**src/hdl/bdclp_pkg.sv**
```systemverilog
package bdclp_pkg;

    localparam int MAX_BUTTONS_DEF = 8;
    localparam int QUEUE_DEPTH_DEF = 8;

    localparam int CFG_INDEX_W = 3;
    localparam int CFG_DATA_W  = 64;

    localparam logic [CFG_INDEX_W-1:0] REG_DEBOUNCE_TIME   = 3'd0;
    localparam logic [CFG_INDEX_W-1:0] REG_LONG_PRESS_TIME = 3'd1;
    localparam logic [CFG_INDEX_W-1:0] REG_BUTTONS_IN_USE  = 3'd2;
    localparam logic [CFG_INDEX_W-1:0] REG_ACTIVE_LOW_MASK = 3'd3;
    localparam logic [CFG_INDEX_W-1:0] REG_KEY_CODE_TABLE  = 3'd4;

    localparam logic [15:0] DEBOUNCE_TIME_RST   = 16'd30;
    localparam logic [15:0] LONG_PRESS_TIME_RST = 16'd1000;
    localparam logic [3:0]  BUTTONS_IN_USE_RST  = 4'd8;
    localparam logic [7:0]  ACTIVE_LOW_MASK_RST = 8'hFF;
    localparam logic [63:0] KEY_CODE_TABLE_RST  = 64'd0;

    typedef struct packed {
        logic        op;
        logic [31:0] now_ms;
        logic [7:0]  pin_levels;
    } in_item_t;

    typedef struct packed {
        logic       event_valid;
        logic [7:0] event_key;
        logic       event_long;
        logic [3:0] events_pending;
    } out_item_t;

    typedef enum logic [1:0] {
        ST_IDLE,
        ST_SERVICE,
        ST_READ,
        ST_POP
    } state_t;

    typedef struct packed {
        logic capture;
        logic service;
        logic read;
        logic pop;
    } cmd_t;

    typedef struct packed {
        logic last_button;
        logic no_buttons;
    } status_t;

endpackage

```
**src/hdl/bdclp_ctrl.sv**
```systemverilog
module bdclp_ctrl (
    input  logic              clk,
    input  logic              rst_n,
    input  logic              in_valid,
    output logic              in_ready,
    output logic              out_valid,
    input  logic              out_ready,
    input  bdclp_pkg::status_t status,
    output bdclp_pkg::cmd_t    cmd
);

    bdclp_pkg::state_t state_reg;
    bdclp_pkg::state_t state_next;
    logic              out_valid_reg;
    logic              out_valid_next;
    logic              out_free;

    assign out_free = !out_valid_reg || out_ready;

    always_comb
    begin
        state_next = state_reg;
        unique case (state_reg)
            bdclp_pkg::ST_IDLE:
            begin
                if (in_valid)
                begin
                    state_next = status.no_buttons ? bdclp_pkg::ST_READ
                                                   : bdclp_pkg::ST_SERVICE;
                end
            end
            bdclp_pkg::ST_SERVICE:
            begin
                if (status.last_button)
                begin
                    state_next = bdclp_pkg::ST_READ;
                end
            end
            bdclp_pkg::ST_READ:
            begin
                state_next = bdclp_pkg::ST_POP;
            end
            bdclp_pkg::ST_POP:
            begin
                if (out_free)
                begin
                    state_next = bdclp_pkg::ST_IDLE;
                end
            end
            default:
            begin
                state_next = bdclp_pkg::ST_IDLE;
            end
        endcase
    end

    always_comb
    begin
        in_ready    = 1'b0;
        cmd         = '0;
        unique case (state_reg)
            bdclp_pkg::ST_IDLE:
            begin
                in_ready    = 1'b1;
                cmd.capture = in_valid;
            end
            bdclp_pkg::ST_SERVICE:
            begin
                cmd.service = 1'b1;
            end
            bdclp_pkg::ST_READ:
            begin
                cmd.read = 1'b1;
            end
            bdclp_pkg::ST_POP:
            begin
                cmd.pop = out_free;
            end
            default:
            begin
                cmd = '0;
            end
        endcase
    end

    always_comb
    begin
        out_valid_next = out_valid_reg;
        if (cmd.pop)
        begin
            out_valid_next = 1'b1;
        end
        else if (out_ready)
        begin
            out_valid_next = 1'b0;
        end
    end

    always_ff @(posedge clk or negedge rst_n)
    begin
        if (!rst_n)
        begin
            state_reg     <= bdclp_pkg::ST_IDLE;
            out_valid_reg <= 1'b0;
        end
        else
        begin
            state_reg     <= state_next;
            out_valid_reg <= out_valid_next;
        end
    end

    assign out_valid = out_valid_reg;

endmodule

```
**src/hdl/bdclp_dp.sv**
```systemverilog
module bdclp_dp #(
    parameter int MAX_BUTTONS = bdclp_pkg::MAX_BUTTONS_DEF,
    parameter int QUEUE_DEPTH = bdclp_pkg::QUEUE_DEPTH_DEF
) (
    input  logic                                clk,
    input  logic                                rst_n,
    input  logic                                cfg_we,
    input  logic [bdclp_pkg::CFG_INDEX_W-1:0]   cfg_index,
    input  logic [bdclp_pkg::CFG_DATA_W-1:0]    cfg_data,
    input  bdclp_pkg::in_item_t                 in_data,
    output bdclp_pkg::out_item_t                out_data,
    input  bdclp_pkg::cmd_t                     cmd,
    output bdclp_pkg::status_t                  status
);

    localparam int BW = (MAX_BUTTONS > 1) ? $clog2(MAX_BUTTONS) : 1;
    localparam int AW = (QUEUE_DEPTH > 1) ? $clog2(QUEUE_DEPTH) : 1;
    localparam int CW = $clog2(QUEUE_DEPTH + 1);
    localparam int SW = CW + 1;

    logic [15:0] debounce_reg;
    logic [15:0] long_time_reg;
    logic [3:0]  buttons_reg;
    logic [7:0]  mask_reg;
    logic [63:0] key_table_reg;

    logic        op_reg;
    logic [31:0] now_reg;
    logic [7:0]  levels_reg;
    logic [BW-1:0] idx_reg;

    logic [MAX_BUTTONS-1:0] raw_reg;
    logic [MAX_BUTTONS-1:0] stable_reg;
    logic [MAX_BUTTONS-1:0] long_done_reg;
    logic [31:0]            edge_stamp_reg  [MAX_BUTTONS];
    logic [31:0]            press_stamp_reg [MAX_BUTTONS];

    logic [8:0]    fifo_mem [QUEUE_DEPTH];
    logic [8:0]    rd_data_reg;
    logic [AW-1:0] head_reg;
    logic [AW-1:0] head_next;
    logic [CW-1:0] count_reg;
    logic [CW-1:0] count_next;
    logic [SW-1:0] tail_sum;
    logic [AW-1:0] tail;

    bdclp_pkg::out_item_t out_data_reg;
    bdclp_pkg::out_item_t out_data_next;

    logic [3:0]  n_sat;
    logic        pressed;
    logic        changed;
    logic        db_ok;
    logic        settle;
    logic        short_ev;
    logic        long_ev;
    logic        push;
    logic        do_pop;
    logic [7:0]  key_sel;
    logic [31:0] edge_diff;
    logic [31:0] press_diff;

    assign n_sat = (buttons_reg > 4'(MAX_BUTTONS)) ? 4'(MAX_BUTTONS) : buttons_reg;
    assign status.no_buttons  = (n_sat == 4'd0);
    assign status.last_button = (4'(idx_reg) == (n_sat - 4'd1));

    // per-button debounce and press timing
    assign pressed    = levels_reg[3'(idx_reg)] ^ mask_reg[3'(idx_reg)];
    assign key_sel    = key_table_reg[{3'(idx_reg), 3'b000} +: 8];
    assign changed    = (pressed != raw_reg[idx_reg]);
    assign edge_diff  = now_reg - edge_stamp_reg[idx_reg];
    assign press_diff = now_reg - press_stamp_reg[idx_reg];
    assign db_ok      = changed ? (debounce_reg == 16'd0)
                                : (edge_diff >= 32'(debounce_reg));
    assign settle     = (pressed != stable_reg[idx_reg]) && db_ok;
    assign short_ev   = settle && !pressed && !long_done_reg[idx_reg];
    assign long_ev    = settle ? (pressed && (long_time_reg == 16'd0))
                               : (stable_reg[idx_reg] && !long_done_reg[idx_reg] &&
                                  (press_diff >= 32'(long_time_reg)));
    assign push       = cmd.service && (short_ev || long_ev) &&
                        (count_reg < CW'(QUEUE_DEPTH));

    assign tail_sum = SW'(head_reg) + SW'(count_reg);
    assign tail     = (tail_sum >= SW'(QUEUE_DEPTH)) ? AW'(tail_sum - SW'(QUEUE_DEPTH))
                                                     : AW'(tail_sum);

    assign do_pop = cmd.pop && op_reg && (count_reg != '0);

    always_comb
    begin
        head_next  = head_reg;
        count_next = count_reg;
        if (push)
        begin
            count_next = count_reg + CW'(1);
        end
        if (do_pop)
        begin
            head_next  = (head_reg == AW'(QUEUE_DEPTH - 1)) ? '0 : head_reg + AW'(1);
            count_next = count_reg - CW'(1);
        end
    end

    always_comb
    begin
        out_data_next                = out_data_reg;
        if (cmd.pop)
        begin
            out_data_next.event_valid    = do_pop;
            out_data_next.event_key      = do_pop ? rd_data_reg[7:0] : 8'd0;
            out_data_next.event_long     = do_pop && rd_data_reg[8];
            out_data_next.events_pending = 4'(count_next);
        end
    end

    always_ff @(posedge clk or negedge rst_n)
    begin
        if (!rst_n)
        begin
            debounce_reg  <= bdclp_pkg::DEBOUNCE_TIME_RST;
            long_time_reg <= bdclp_pkg::LONG_PRESS_TIME_RST;
            buttons_reg   <= bdclp_pkg::BUTTONS_IN_USE_RST;
            mask_reg      <= bdclp_pkg::ACTIVE_LOW_MASK_RST;
            key_table_reg <= bdclp_pkg::KEY_CODE_TABLE_RST;
        end
        else if (cfg_we)
        begin
            unique case (cfg_index)
                bdclp_pkg::REG_DEBOUNCE_TIME:   debounce_reg  <= cfg_data[15:0];
                bdclp_pkg::REG_LONG_PRESS_TIME: long_time_reg <= cfg_data[15:0];
                bdclp_pkg::REG_BUTTONS_IN_USE:  buttons_reg   <= cfg_data[3:0];
                bdclp_pkg::REG_ACTIVE_LOW_MASK: mask_reg      <= cfg_data[7:0];
                bdclp_pkg::REG_KEY_CODE_TABLE:  key_table_reg <= cfg_data;
                default:                        ;
            endcase
        end
    end

    always_ff @(posedge clk)
    begin
        if (cmd.capture)
        begin
            op_reg     <= in_data.op;
            now_reg    <= in_data.now_ms;
            levels_reg <= in_data.pin_levels;
        end
    end

    always_ff @(posedge clk or negedge rst_n)
    begin
        if (!rst_n)
        begin
            idx_reg <= '0;
        end
        else if (cmd.capture)
        begin
            idx_reg <= '0;
        end
        else if (cmd.service)
        begin
            idx_reg <= idx_reg + BW'(1);
        end
    end

    always_ff @(posedge clk or negedge rst_n)
    begin
        if (!rst_n)
        begin
            raw_reg       <= '0;
            stable_reg    <= '0;
            long_done_reg <= '0;
            for (int i = 0; i < MAX_BUTTONS; i++)
            begin
                edge_stamp_reg[i]  <= '0;
                press_stamp_reg[i] <= '0;
            end
        end
        else if (cmd.service)
        begin
            raw_reg[idx_reg] <= pressed;
            if (changed)
            begin
                edge_stamp_reg[idx_reg] <= now_reg;
            end
            if (settle)
            begin
                stable_reg[idx_reg] <= pressed;
                if (pressed)
                begin
                    press_stamp_reg[idx_reg] <= now_reg;
                end
            end
            if (long_ev)
            begin
                long_done_reg[idx_reg] <= 1'b1;
            end
            else if (settle && pressed)
            begin
                long_done_reg[idx_reg] <= 1'b0;
            end
        end
    end

    always_ff @(posedge clk)
    begin
        if (push)
        begin
            fifo_mem[tail] <= {long_ev, key_sel};
        end
    end

    always_ff @(posedge clk)
    begin
        if (cmd.read)
        begin
            rd_data_reg <= fifo_mem[head_reg];
        end
    end

    always_ff @(posedge clk or negedge rst_n)
    begin
        if (!rst_n)
        begin
            head_reg  <= '0;
            count_reg <= '0;
        end
        else
        begin
            head_reg  <= head_next;
            count_reg <= count_next;
        end
    end

    always_ff @(posedge clk)
    begin
        out_data_reg <= out_data_next;
    end

    assign out_data = out_data_reg;

endmodule

```
**src/hdl/button_debounce_click_long_press.sv**
```systemverilog
// Button debouncer with short-click and long-press event queue.
//
// Input channel (in_valid/in_ready/in_data): one transfer per sample, carrying
// the millisecond timestamp, the raw pin levels and an op bit (1 = poll).
// Output channel (out_valid/out_ready/out_data): exactly one result per input
// transfer, holding the popped event (if any) and the queue fill after it.
// Configuration (cfg_we/cfg_index/cfg_data): single-cycle register writes.
// It is up to the user to issue them only while the block is idle.
//
// Timing: the serviced buttons are walked one per cycle through a single
// debounce/timer datapath, then the event queue memory is read and popped.
// The serviced button count is the buttons-in-use setting capped at
// MAX_BUTTONS (0..MAX_BUTTONS); a new sample is taken only once the
// previous one's result has entered the output register.
// A result sits in the output register until taken; the next input transfer
// is taken meanwhile, and its pop waits for the output register to free up.
// Reset clears all button state, the queue pointers and the registers to
// their defaults; queue entries themselves are not cleared.
module button_debounce_click_long_press #(
    parameter int MAX_BUTTONS = bdclp_pkg::MAX_BUTTONS_DEF,
    parameter int QUEUE_DEPTH = bdclp_pkg::QUEUE_DEPTH_DEF
) (
    input  logic                                clk,
    input  logic                                rst_n,
    input  logic                                in_valid,
    output logic                                in_ready,
    input  bdclp_pkg::in_item_t                 in_data,
    output logic                                out_valid,
    input  logic                                out_ready,
    output bdclp_pkg::out_item_t                out_data,
    input  logic                                cfg_we,
    input  logic [bdclp_pkg::CFG_INDEX_W-1:0]   cfg_index,
    input  logic [bdclp_pkg::CFG_DATA_W-1:0]    cfg_data
);

    bdclp_pkg::cmd_t    cmd;
    bdclp_pkg::status_t status;

    bdclp_ctrl u_ctrl (
        .clk       (clk),
        .rst_n     (rst_n),
        .in_valid  (in_valid),
        .in_ready  (in_ready),
        .out_valid (out_valid),
        .out_ready (out_ready),
        .status    (status),
        .cmd       (cmd)
    );

    bdclp_dp #(
        .MAX_BUTTONS (MAX_BUTTONS),
        .QUEUE_DEPTH (QUEUE_DEPTH)
    ) u_dp (
        .clk       (clk),
        .rst_n     (rst_n),
        .cfg_we    (cfg_we),
        .cfg_index (cfg_index),
        .cfg_data  (cfg_data),
        .in_data   (in_data),
        .out_data  (out_data),
        .cmd       (cmd),
        .status    (status)
    );

endmodule

```
**config.mk**
```make
export PLATFORM = sky130hd
export DESIGN_NAME = button_debounce_click_long_press
export DESIGN_NICKNAME = d
export VERILOG_FILES = /design/src/hdl/bdclp_pkg.sv /design/src/hdl/bdclp_ctrl.sv /design/src/hdl/bdclp_dp.sv /design/src/hdl/button_debounce_click_long_press.sv
export SDC_FILE = /design/constraint.sdc
export NUM_CORES = 1
export LEC_CHECK = 0
export BUFFER_PORTS_ARGS = -buffer_cell sky130_fd_sc_hd__buf_2
export CORE_MARGIN = 1.5
export CORE_UTILIZATION = 35
export CTS_CLUSTER_DIAMETER = 200
export DETAILED_ROUTE_END_ITERATION = 10
export GPL_TIMING_DRIVEN = 1
export PLACE_DENSITY = 0.51
export SLEW_MARGIN = 30
export SYNTH_ARGS = -nofsm -noshare
export SYNTH_HDL_FRONTEND = slang
export SYNTH_HIERARCHICAL = 1
export SYNTH_SLANG_ARGS = --single-unit
```
**constraint.sdc**
```tcl
create_clock -name clk -period 7.1 [get_ports clk]
set_input_delay 1.42 -clock clk [delete_from_list [all_inputs] [get_ports clk]]
set_output_delay 1.42 -clock clk [all_outputs]
set_load 0.05 [all_outputs]
```
==> out/qor.yml, run 1 <==
layout:
  layout.nets: 3353
  drive_gt1_frac: 0.2994
  final_util: 0.4101
  stdcell_count: 4606
  antenna_cells: 0
  design_area_mm2: 0.04409
  syn_to_final_growth_pct: 15.74
clocking:
  numCtsBuffers: 92
  cts_tree: "built"
  cts.clk_slew.worst_paths_ns: 0.06
  cts_buffer_depth: 3
  insertion_delay_ns: 0.70
  clock-sinks: 793
  root_buffer: "clkbuf_16"
  ctsHtreeMaxLevel: 3
placed_design:
  io_buffers: 128
  place_inst: 4423
  place_area_mm2: 0.04070
  pre_cts_ws_ns: 0.04337
  place.gp.congestion: 0.9410
  hpwl_mm: 75.22
power_and_ir_drop:
  total_power_mw: 20.74
  p_comb_frac: 0.430
  p_seq_frac: 0.332
  ir_worst_vdd_mv: 0.2090
  p_sw_mw: 8.125
  leakagePower_nw: 19.24
  power_density_mw_per_mm2: 470.5
  p_int_mw: 12.62
  netSwitchingFraction: 0.3917
  clkPwrFrac: 0.238
yosys:
  synth_top_area_share: 0.4191
  synth.avg_cell_area_um2: 12.72
  yosys-top-cells-count: "dfrtp_1 (638), mux2_2 (461), a22oi_1 (191), nand2_1 (152), mux2_1 (141)"
  ys_async_sr_fraction: 0.8285
  synth_flop_cell: "dfrtp_1"
  synthMostInstantiatedCell: "dfrtp_1"
  ys_warn_count: 6
  yosysTopAreaCell: "dfrtp_1"
  synth_fp_nets: 3218
  synth-edff-count: 136
  ys_ff_latch: 793
  syn_inst: 2994
  yosysSeqAreaShare: 0.5394
  syn_area_mm2: 0.03810
  synth_area_leaders: "dfrtp_1 (42%), mux2_2 (14%), edfxtp_1 (11%), mux2_1 (4.2%), a22oi_1 (3.8%)"
  ys_types: 85
global_route:
  grt_pass1_vias: 27010
  busiest_layer: "met2"
  gr-total-overflow: 0
  antenna_found_initial: 2
  grtUsageMet2: 0.3323
  grt_util_all_layers: 0.2060
  grt_pass1_wl_mm: 173.6
  met1_usage: 0.2841
  grt_use_met3: 0.02752
  grt_max_degree: 184
min_path:
  hp-class: "register to register"
floorplanning:
  die-area_mm2: 0.1108
  core_mm2: 0.1075
  fp.dieH_um: 332.9
  io_pins: 129
  start_util: 0.3544
  die_width_um: 332.9
  fp-row-count: 120
sta:
  maxSlewViolCount: 0
  final-hold-violation-count: 0
  worst_pin_slew_ns: 1.007
  hold_ws_ns: 0.4827
  setup_viol_count_final: 0
  rsz0062_at_grt: "no"
  setup_tns_ns: 0
  relSlewSlack: 0.3285
  worst_slack_ns: 0.4564
  clock_skew_ns: 0.05063
  fmax_mhz: 150.5
  fin_crit_sh: 0.9357
  finalCriticalPeriod_ns: 6.644
status:
  status: "completed"
worst_setup_path:
  crit_path_top_delay_cell: "dfrtp_2"
  max_stage_delay_ns: 0.54
  crit_path_frequent_cell: "buf_4"
  crit_path_max_fanout: 20
  cp-start-kind: "register"
  cp_num_buf_inv: 6
  cpLargestDelayFamily: "compound AO/OA/AOI/OAI gates"
  required_ns: 7.54
  crit_arrival_ns: 7.08
  path_class: "register to register"
  cp-end-kind: "register"
detailed_routing:
  drt_iter0_drc: 1991
  drtPass1Iterations: 6
  viasPerCell: 5.673
  wl_mm: 115.4
  wl_per_cell_um: 25.06
  detail-route-antenna-nets: 0
  via_count: 26130
  drc: 0
job:
  maxCapViolations: 0
-- power groups by stage --
stage,Sequential (mW),Combinational [mW],Clock [mW]
after floorplan,6.68,5.98,0
after global placement,6.88,8.69,0
after detailed placement,6.94,8.84,0
after CTS,6.87,8.89,5.05
after global routing,7.05,9.70,5.25
final,6.89,8.93,4.93
-- metal layers --
layer,up-vias,wire length [um]
li1,11520,-
met1,13680,52620
met2,745,54020
met3,187,5294
met4,0,3482
met5,-,0
-- timing repair --
| item | CTS | global route |
|---|---|---|
| hold buffers | 0 | 0 |
| pin swaps | 1 | 1 |
| buffers inserted | 2 | 8 |
| endpoints found under the setup margin | 6 | 117 |
| cloned | 0 | 1 |
| resized for setup | 0 | 5 |
-- placed cells by master (no fill, tap or decap), types with 40 or more instances in the layout --
| master | n |
|---|---|
| a21oi_1 | 93 |
| a221oi_1 | 51 |
| a22o_1 | 50 |
| a22oi_1 | 191 |
| and3_1 | 54 |
| buf_2 | 127 |
| buf_4 | 104 |
| clkbuf_16 | 94 |
| dfrtp_1 | 635 |
| edfxtp_1 | 136 |
| ha_1 | 108 |
| inv_1 | 56 |
| mux2_1 | 141 |
| mux2_2 | 461 |
| nand2_1 | 152 |
| nand4_1 | 40 |
| nor2_1 | 68 |
| o21ai_0 | 116 |
-- cell families (layout without fill, tap and decap cells) --
group                    Yosys count  after routing  synth area share
buffers and inverters            272            480           0.03087
adder cells (fa/ha/maj)          111            111           0.03705
AND/OR/NAND/NOR                  494            495           0.06887
XOR/XNOR                          56             56           0.01356
multiplexers                     637            637            0.1941
flip-flops                       793            793            0.5394
AO/OA/AOI/OAI                    631            631            0.1161
-- worst min-delay path, delay by kind of cell, from the launching register on --
| kind | cells | cell delay, ns |
|---|---|---|
| AO/OA/AOI/OAI | 1 | 0.06 |
| flip-flops | 1 | 0.34 |
| AND/OR/NAND/NOR | 1 | 0.05 |
-- layout make-up --
class / count / area (um^2)
fill: 10020 / 63410
clock inverter: 43 / 600.6
inverter: 58 / 217.7
sequential: 793 / 20550
tap: 1403 / 1755
timing repair buffer: 254 / 1886
clock buffer: 125 / 2589
multi-input combinational: 1930 / 16490
-- worst paths after layout --
check                                                  endpoint  cells past startpoint                   startpoint  slack (ns)
max in group asynchronous  u_dp/edge_stamp_reg[112]$_DFFE_PN0P_                      4                        rst_n        4.72
min reg2reg                         u_dp/raw_reg[4]$_DFFE_PN0P_                      2  u_dp/raw_reg[4]$_DFFE_PN0P_        0.48
max                               u_dp/fifo_mem[0][6]$_DFFE_PP_                     28  u_dp/idx_reg[1]$_DFFE_PN0P_        0.46
min                                 u_dp/raw_reg[4]$_DFFE_PN0P_                      2  u_dp/raw_reg[4]$_DFFE_PN0P_        0.48
max reg2reg                       u_dp/fifo_mem[0][6]$_DFFE_PP_                     28  u_dp/idx_reg[1]$_DFFE_PN0P_        0.46
min in group asynchronous          u_dp/head_reg[2]$_DFFE_PN0P_                      1                        rst_n        0.58
(Power assumes the default switching activity.)
==> run 2, diff against run 1 <==
--- a/config.mk
+++ b/config.mk
@@ -5,6 +5,7 @@
 export SDC_FILE = /design/constraint.sdc
 export NUM_CORES = 1
 export LEC_CHECK = 0
+export ABC_AREA = 1
 export BUFFER_PORTS_ARGS = -buffer_cell sky130_fd_sc_hd__buf_2
 export CORE_MARGIN = 1.5
 export CORE_UTILIZATION = 35
==> run 2 against run 1 <==
  * Clock-buffer cell count rose by 8
  * Register-to-register slack improved by 0.12 ns
  * First-iteration DRC count rose by 47%
  * Via count rose by 19%
  * Flip-flop and latch count did not move
  * Clock power fell by 6.9%
  * Wire length rose by 7.9%
==> out/qor.yml, run 2 <==
power_and_ir_drop:
  power_density_mw_per_mm2: 476.0  # +1.2%
  ir_worst_vdd_mv: 0.2989  # +43%
  total_power_mw: 20.91  # +0.78%
  leakagePower_nw: 20.59  # +7.0%
floorplanning:
  io_pins: 129  # unchanged
  fp.dieH_um: 334.0  # +0.34%
  core_mm2: 0.1087  # +1.1%
  die-area_mm2: 0.1116  # +0.68%
  die_width_um: 334.0  # +0.34%
  start_util: 0.3529  # -0.001513
  fp-row-count: 121  # +0.83%
yosys:
  ys_types: 51  # -40%
  yosys-top-cells-count: "nand2_1 (1394), dfrtp_1 (638), inv_1 (444), o21ai_0 (423), o21ai_1 (248)"
  synth_fp_nets: 4720  # +47%
  yosysTopAreaCell: "dfrtp_1"
  ys_async_sr_fraction: 0.8285  # unchanged
  synth.avg_cell_area_um2: 8.531  # -33%
  synth_area_leaders: "dfrtp_1 (42%), nand2_1 (14%), edfxtp_1 (11%), o21ai_0 (5.5%), inv_1 (4.3%)"
  synth-edff-count: 136  # unchanged
  synthMostInstantiatedCell: "nand2_1"
  synth_flop_cell: "dfrtp_1"
  yosysSeqAreaShare: 0.5357  # -0.003660
  syn_area_mm2: 0.03836  # +0.68%
  ys_ff_latch: 793  # unchanged
  synth_top_area_share: 0.4162  # -0.002844
  ys_warn_count: 6  # unchanged
  syn_inst: 4496  # +50%
worst_setup_path:
  crit_path_max_fanout: 12  # -40%
  path_class: "register to register"
  cp-start-kind: "register"
  crit_path_frequent_cell: "nand2_1"
  crit_path_top_delay_cell: "dfrtp_1"
  crit_arrival_ns: 6.85  # -0.23 ns
  cp-end-kind: "register"
  max_stage_delay_ns: 0.60  # +0.06 ns
  required_ns: 7.42  # -0.12 ns
detailed_routing:
  viasPerCell: 5.100  # -10%
  drt_iter0_drc: 2932  # +47%
  detail-route-antenna-nets: 0  # unchanged
  wl_mm: 124.5  # +7.9%
  drtPass1Iterations: 6  # unchanged
  drc: 0  # unchanged
  via_count: 30980  # +19%
  wl_per_cell_um: 20.50  # -18%
layout:
  syn_to_final_growth_pct: 14.50
  final_common_cell: "nand2_1"
  fillerInstances: 10990  # +9.7%
  layout_common_cells: "nand2_1 (1377), dfrtp_1 (638), inv_1 (441)"
  layout.nets: 4807  # +43%
  antenna_cells: 0  # unchanged
  drive_gt1_frac: 0.1013  # -0.1981
  stdcell_count: 6074  # +32%
global_route:
  grt_pass1_wl_mm: 192.2  # +11%
  gr-total-overflow: 0  # unchanged
  grt_max_degree: 179  # -2.7%
  grt_pass1_vias: 30190  # +12%
  antenna_found_initial: 1  # -1
  grt_util_all_layers: 0.2235  # +0.01749
sta:
  clock_skew_ns: 0.04277  # -0.007856 ns
  fmax_mhz: 153.2  # +1.8%
  finalCriticalPeriod_ns: 6.528  # -0.1152 ns
  setup_viol_count_final: 0  # unchanged
  final-hold-violation-count: 0  # unchanged
  relSlewSlack: 0.3408  # +0.01228
  rsz0062_at_grt: "yes"
  worst_pin_slew_ns: 0.9845  # -0.02275 ns
  maxSlewViolCount: 0  # unchanged
  fin_crit_sh: 0.9195  # -0.01622
clocking:
  ctsHtreeMaxLevel: 3  # unchanged
  insertion_delay_ns: 0.69  # about the same
  clock-sinks: 793  # unchanged
  cts.clk_slew.worst_paths_ns: 0.06  # about the same
  cts_tree: "built"
  numCtsBuffers: 91  # -1.1%
  cts_buffer_depth: 3  # unchanged
  root_buffer: "clkbuf_16"
  cts_hold_buf: 0  # unchanged
placed_design:
  io_buffers: 128  # unchanged
  place.gp.congestion: 0.9248  # -1.7%
  hpwl_mm: 84.02  # +12%
  place_inst: 5893  # +33%
min_path:
  hp-class: "register to register"
job:
  maxCapViolations: 0  # unchanged
status:
  status: "completed"
## run 2: changes by cell type after synthesis, moves of 178 or more
cell     change
nand2_1   +1242
mux2_2     -422
inv_1      +388
o21ai_0    +306
o21ai_1    +238
nor2_1     +178
## run 2: per-layer routing
layer,track usage,share of wire
met1,0.3133,0.47
met2,0.3598,0.46
met3,0.02383,0.042
met4,0.07592,0.035
met5,0,0
## run 2: cell families after synthesis
| kind of cell | Yosys count | share of synthesized area |
|---|---|---|
| simple gates | 1849 | 0.1925 |
| xor+xnor | 33 | 0.007535 |
| mux | 39 | 0.01145 |
| compound gates | 983 | 0.1470 |
| flops | 793 | 0.5357 |
| buf+inv | 688 | 0.06896 |
| fa+ha+maj | 111 | 0.03680 |
## run 2: critical path, delay by kind of cell (launching register included)
family	cells	cell delay, ns
xor gates and xnor gates	1	0.23
buffers and inverters	4	0.70
and+or+nand+nor	22	3.42
DFF	1	0.60
AOI/OAI and AO/OA	2	0.36
adders and majority gates	3	0.87
## run 2: stage by stage
step                  util  setup WS, ns  setup TNS (ns)  hold WS, ns  instance area [um^2]
CTS                 0.4024        0.2265               0       0.4876                 43740
global placement    0.3752        0.3699               0       0.4663                 40790
finish              0.4040        0.5715               0       0.4826                 43920
global route        0.4040       -0.1027          -2.406       0.5017                 43920
detailed placement  0.3754        0.2715               0       0.4734                 40810
floorplan                -         1.577               0       0.4530                 38360
## run 2: timing repair
item,CTS,global route
endpoints found under the hold margin,0,0
setup endpoints to repair,0,36
resized for setup,0,5
buffers inserted,0,9
## run 2: power breakdown
part / internal, mW / leakage (nW) / switching, mW
sequential: 6.11 / 9.94 / 0.781
combinational: 3.06 / 9.21 / 6.37
clock: 2.63 / 1.44 / 1.96
## run 2: path summary, 6_finish.rpt
kind | start | end | slack [ns] | depth (start not counted)
min reg2reg | u_dp/edge_stamp_reg[168]$_DFFE_PN0P_ | u_dp/edge_stamp_reg[168]$_DFFE_PN0P_ | 0.48 | 2
min | u_dp/edge_stamp_reg[168]$_DFFE_PN0P_ | u_dp/edge_stamp_reg[168]$_DFFE_PN0P_ | 0.48 | 2
max reg2reg | u_dp/idx_reg[2]$_DFFE_PN0P_ | u_dp/fifo_mem[2][0]$_DFFE_PP_ | 0.57 | 32
min in group asynchronous | rst_n | u_dp/head_reg[1]$_DFFE_PN0P_ | 0.72 | 1
max in group asynchronous | rst_n | u_dp/edge_stamp_reg[77]$_DFFE_PN0P_ | 4.71 | 3
max | u_dp/idx_reg[2]$_DFFE_PN0P_ | u_dp/fifo_mem[2][0]$_DFFE_PP_ | 0.57 | 32
## run 2: area by class of cell
class                           count  area [um^2]  share of cell area
Clock buffer                      133         2638             0.06006
Clock inverter                     37        292.8            0.006666
Multi-Input combinational cell   3015        15280              0.3479
Inverter                          451         1695             0.03860
Timing Repair Buffer              231         1697             0.03863
Sequential cell                   793        20550              0.4679
Tap cell                         1414         1769             0.04028
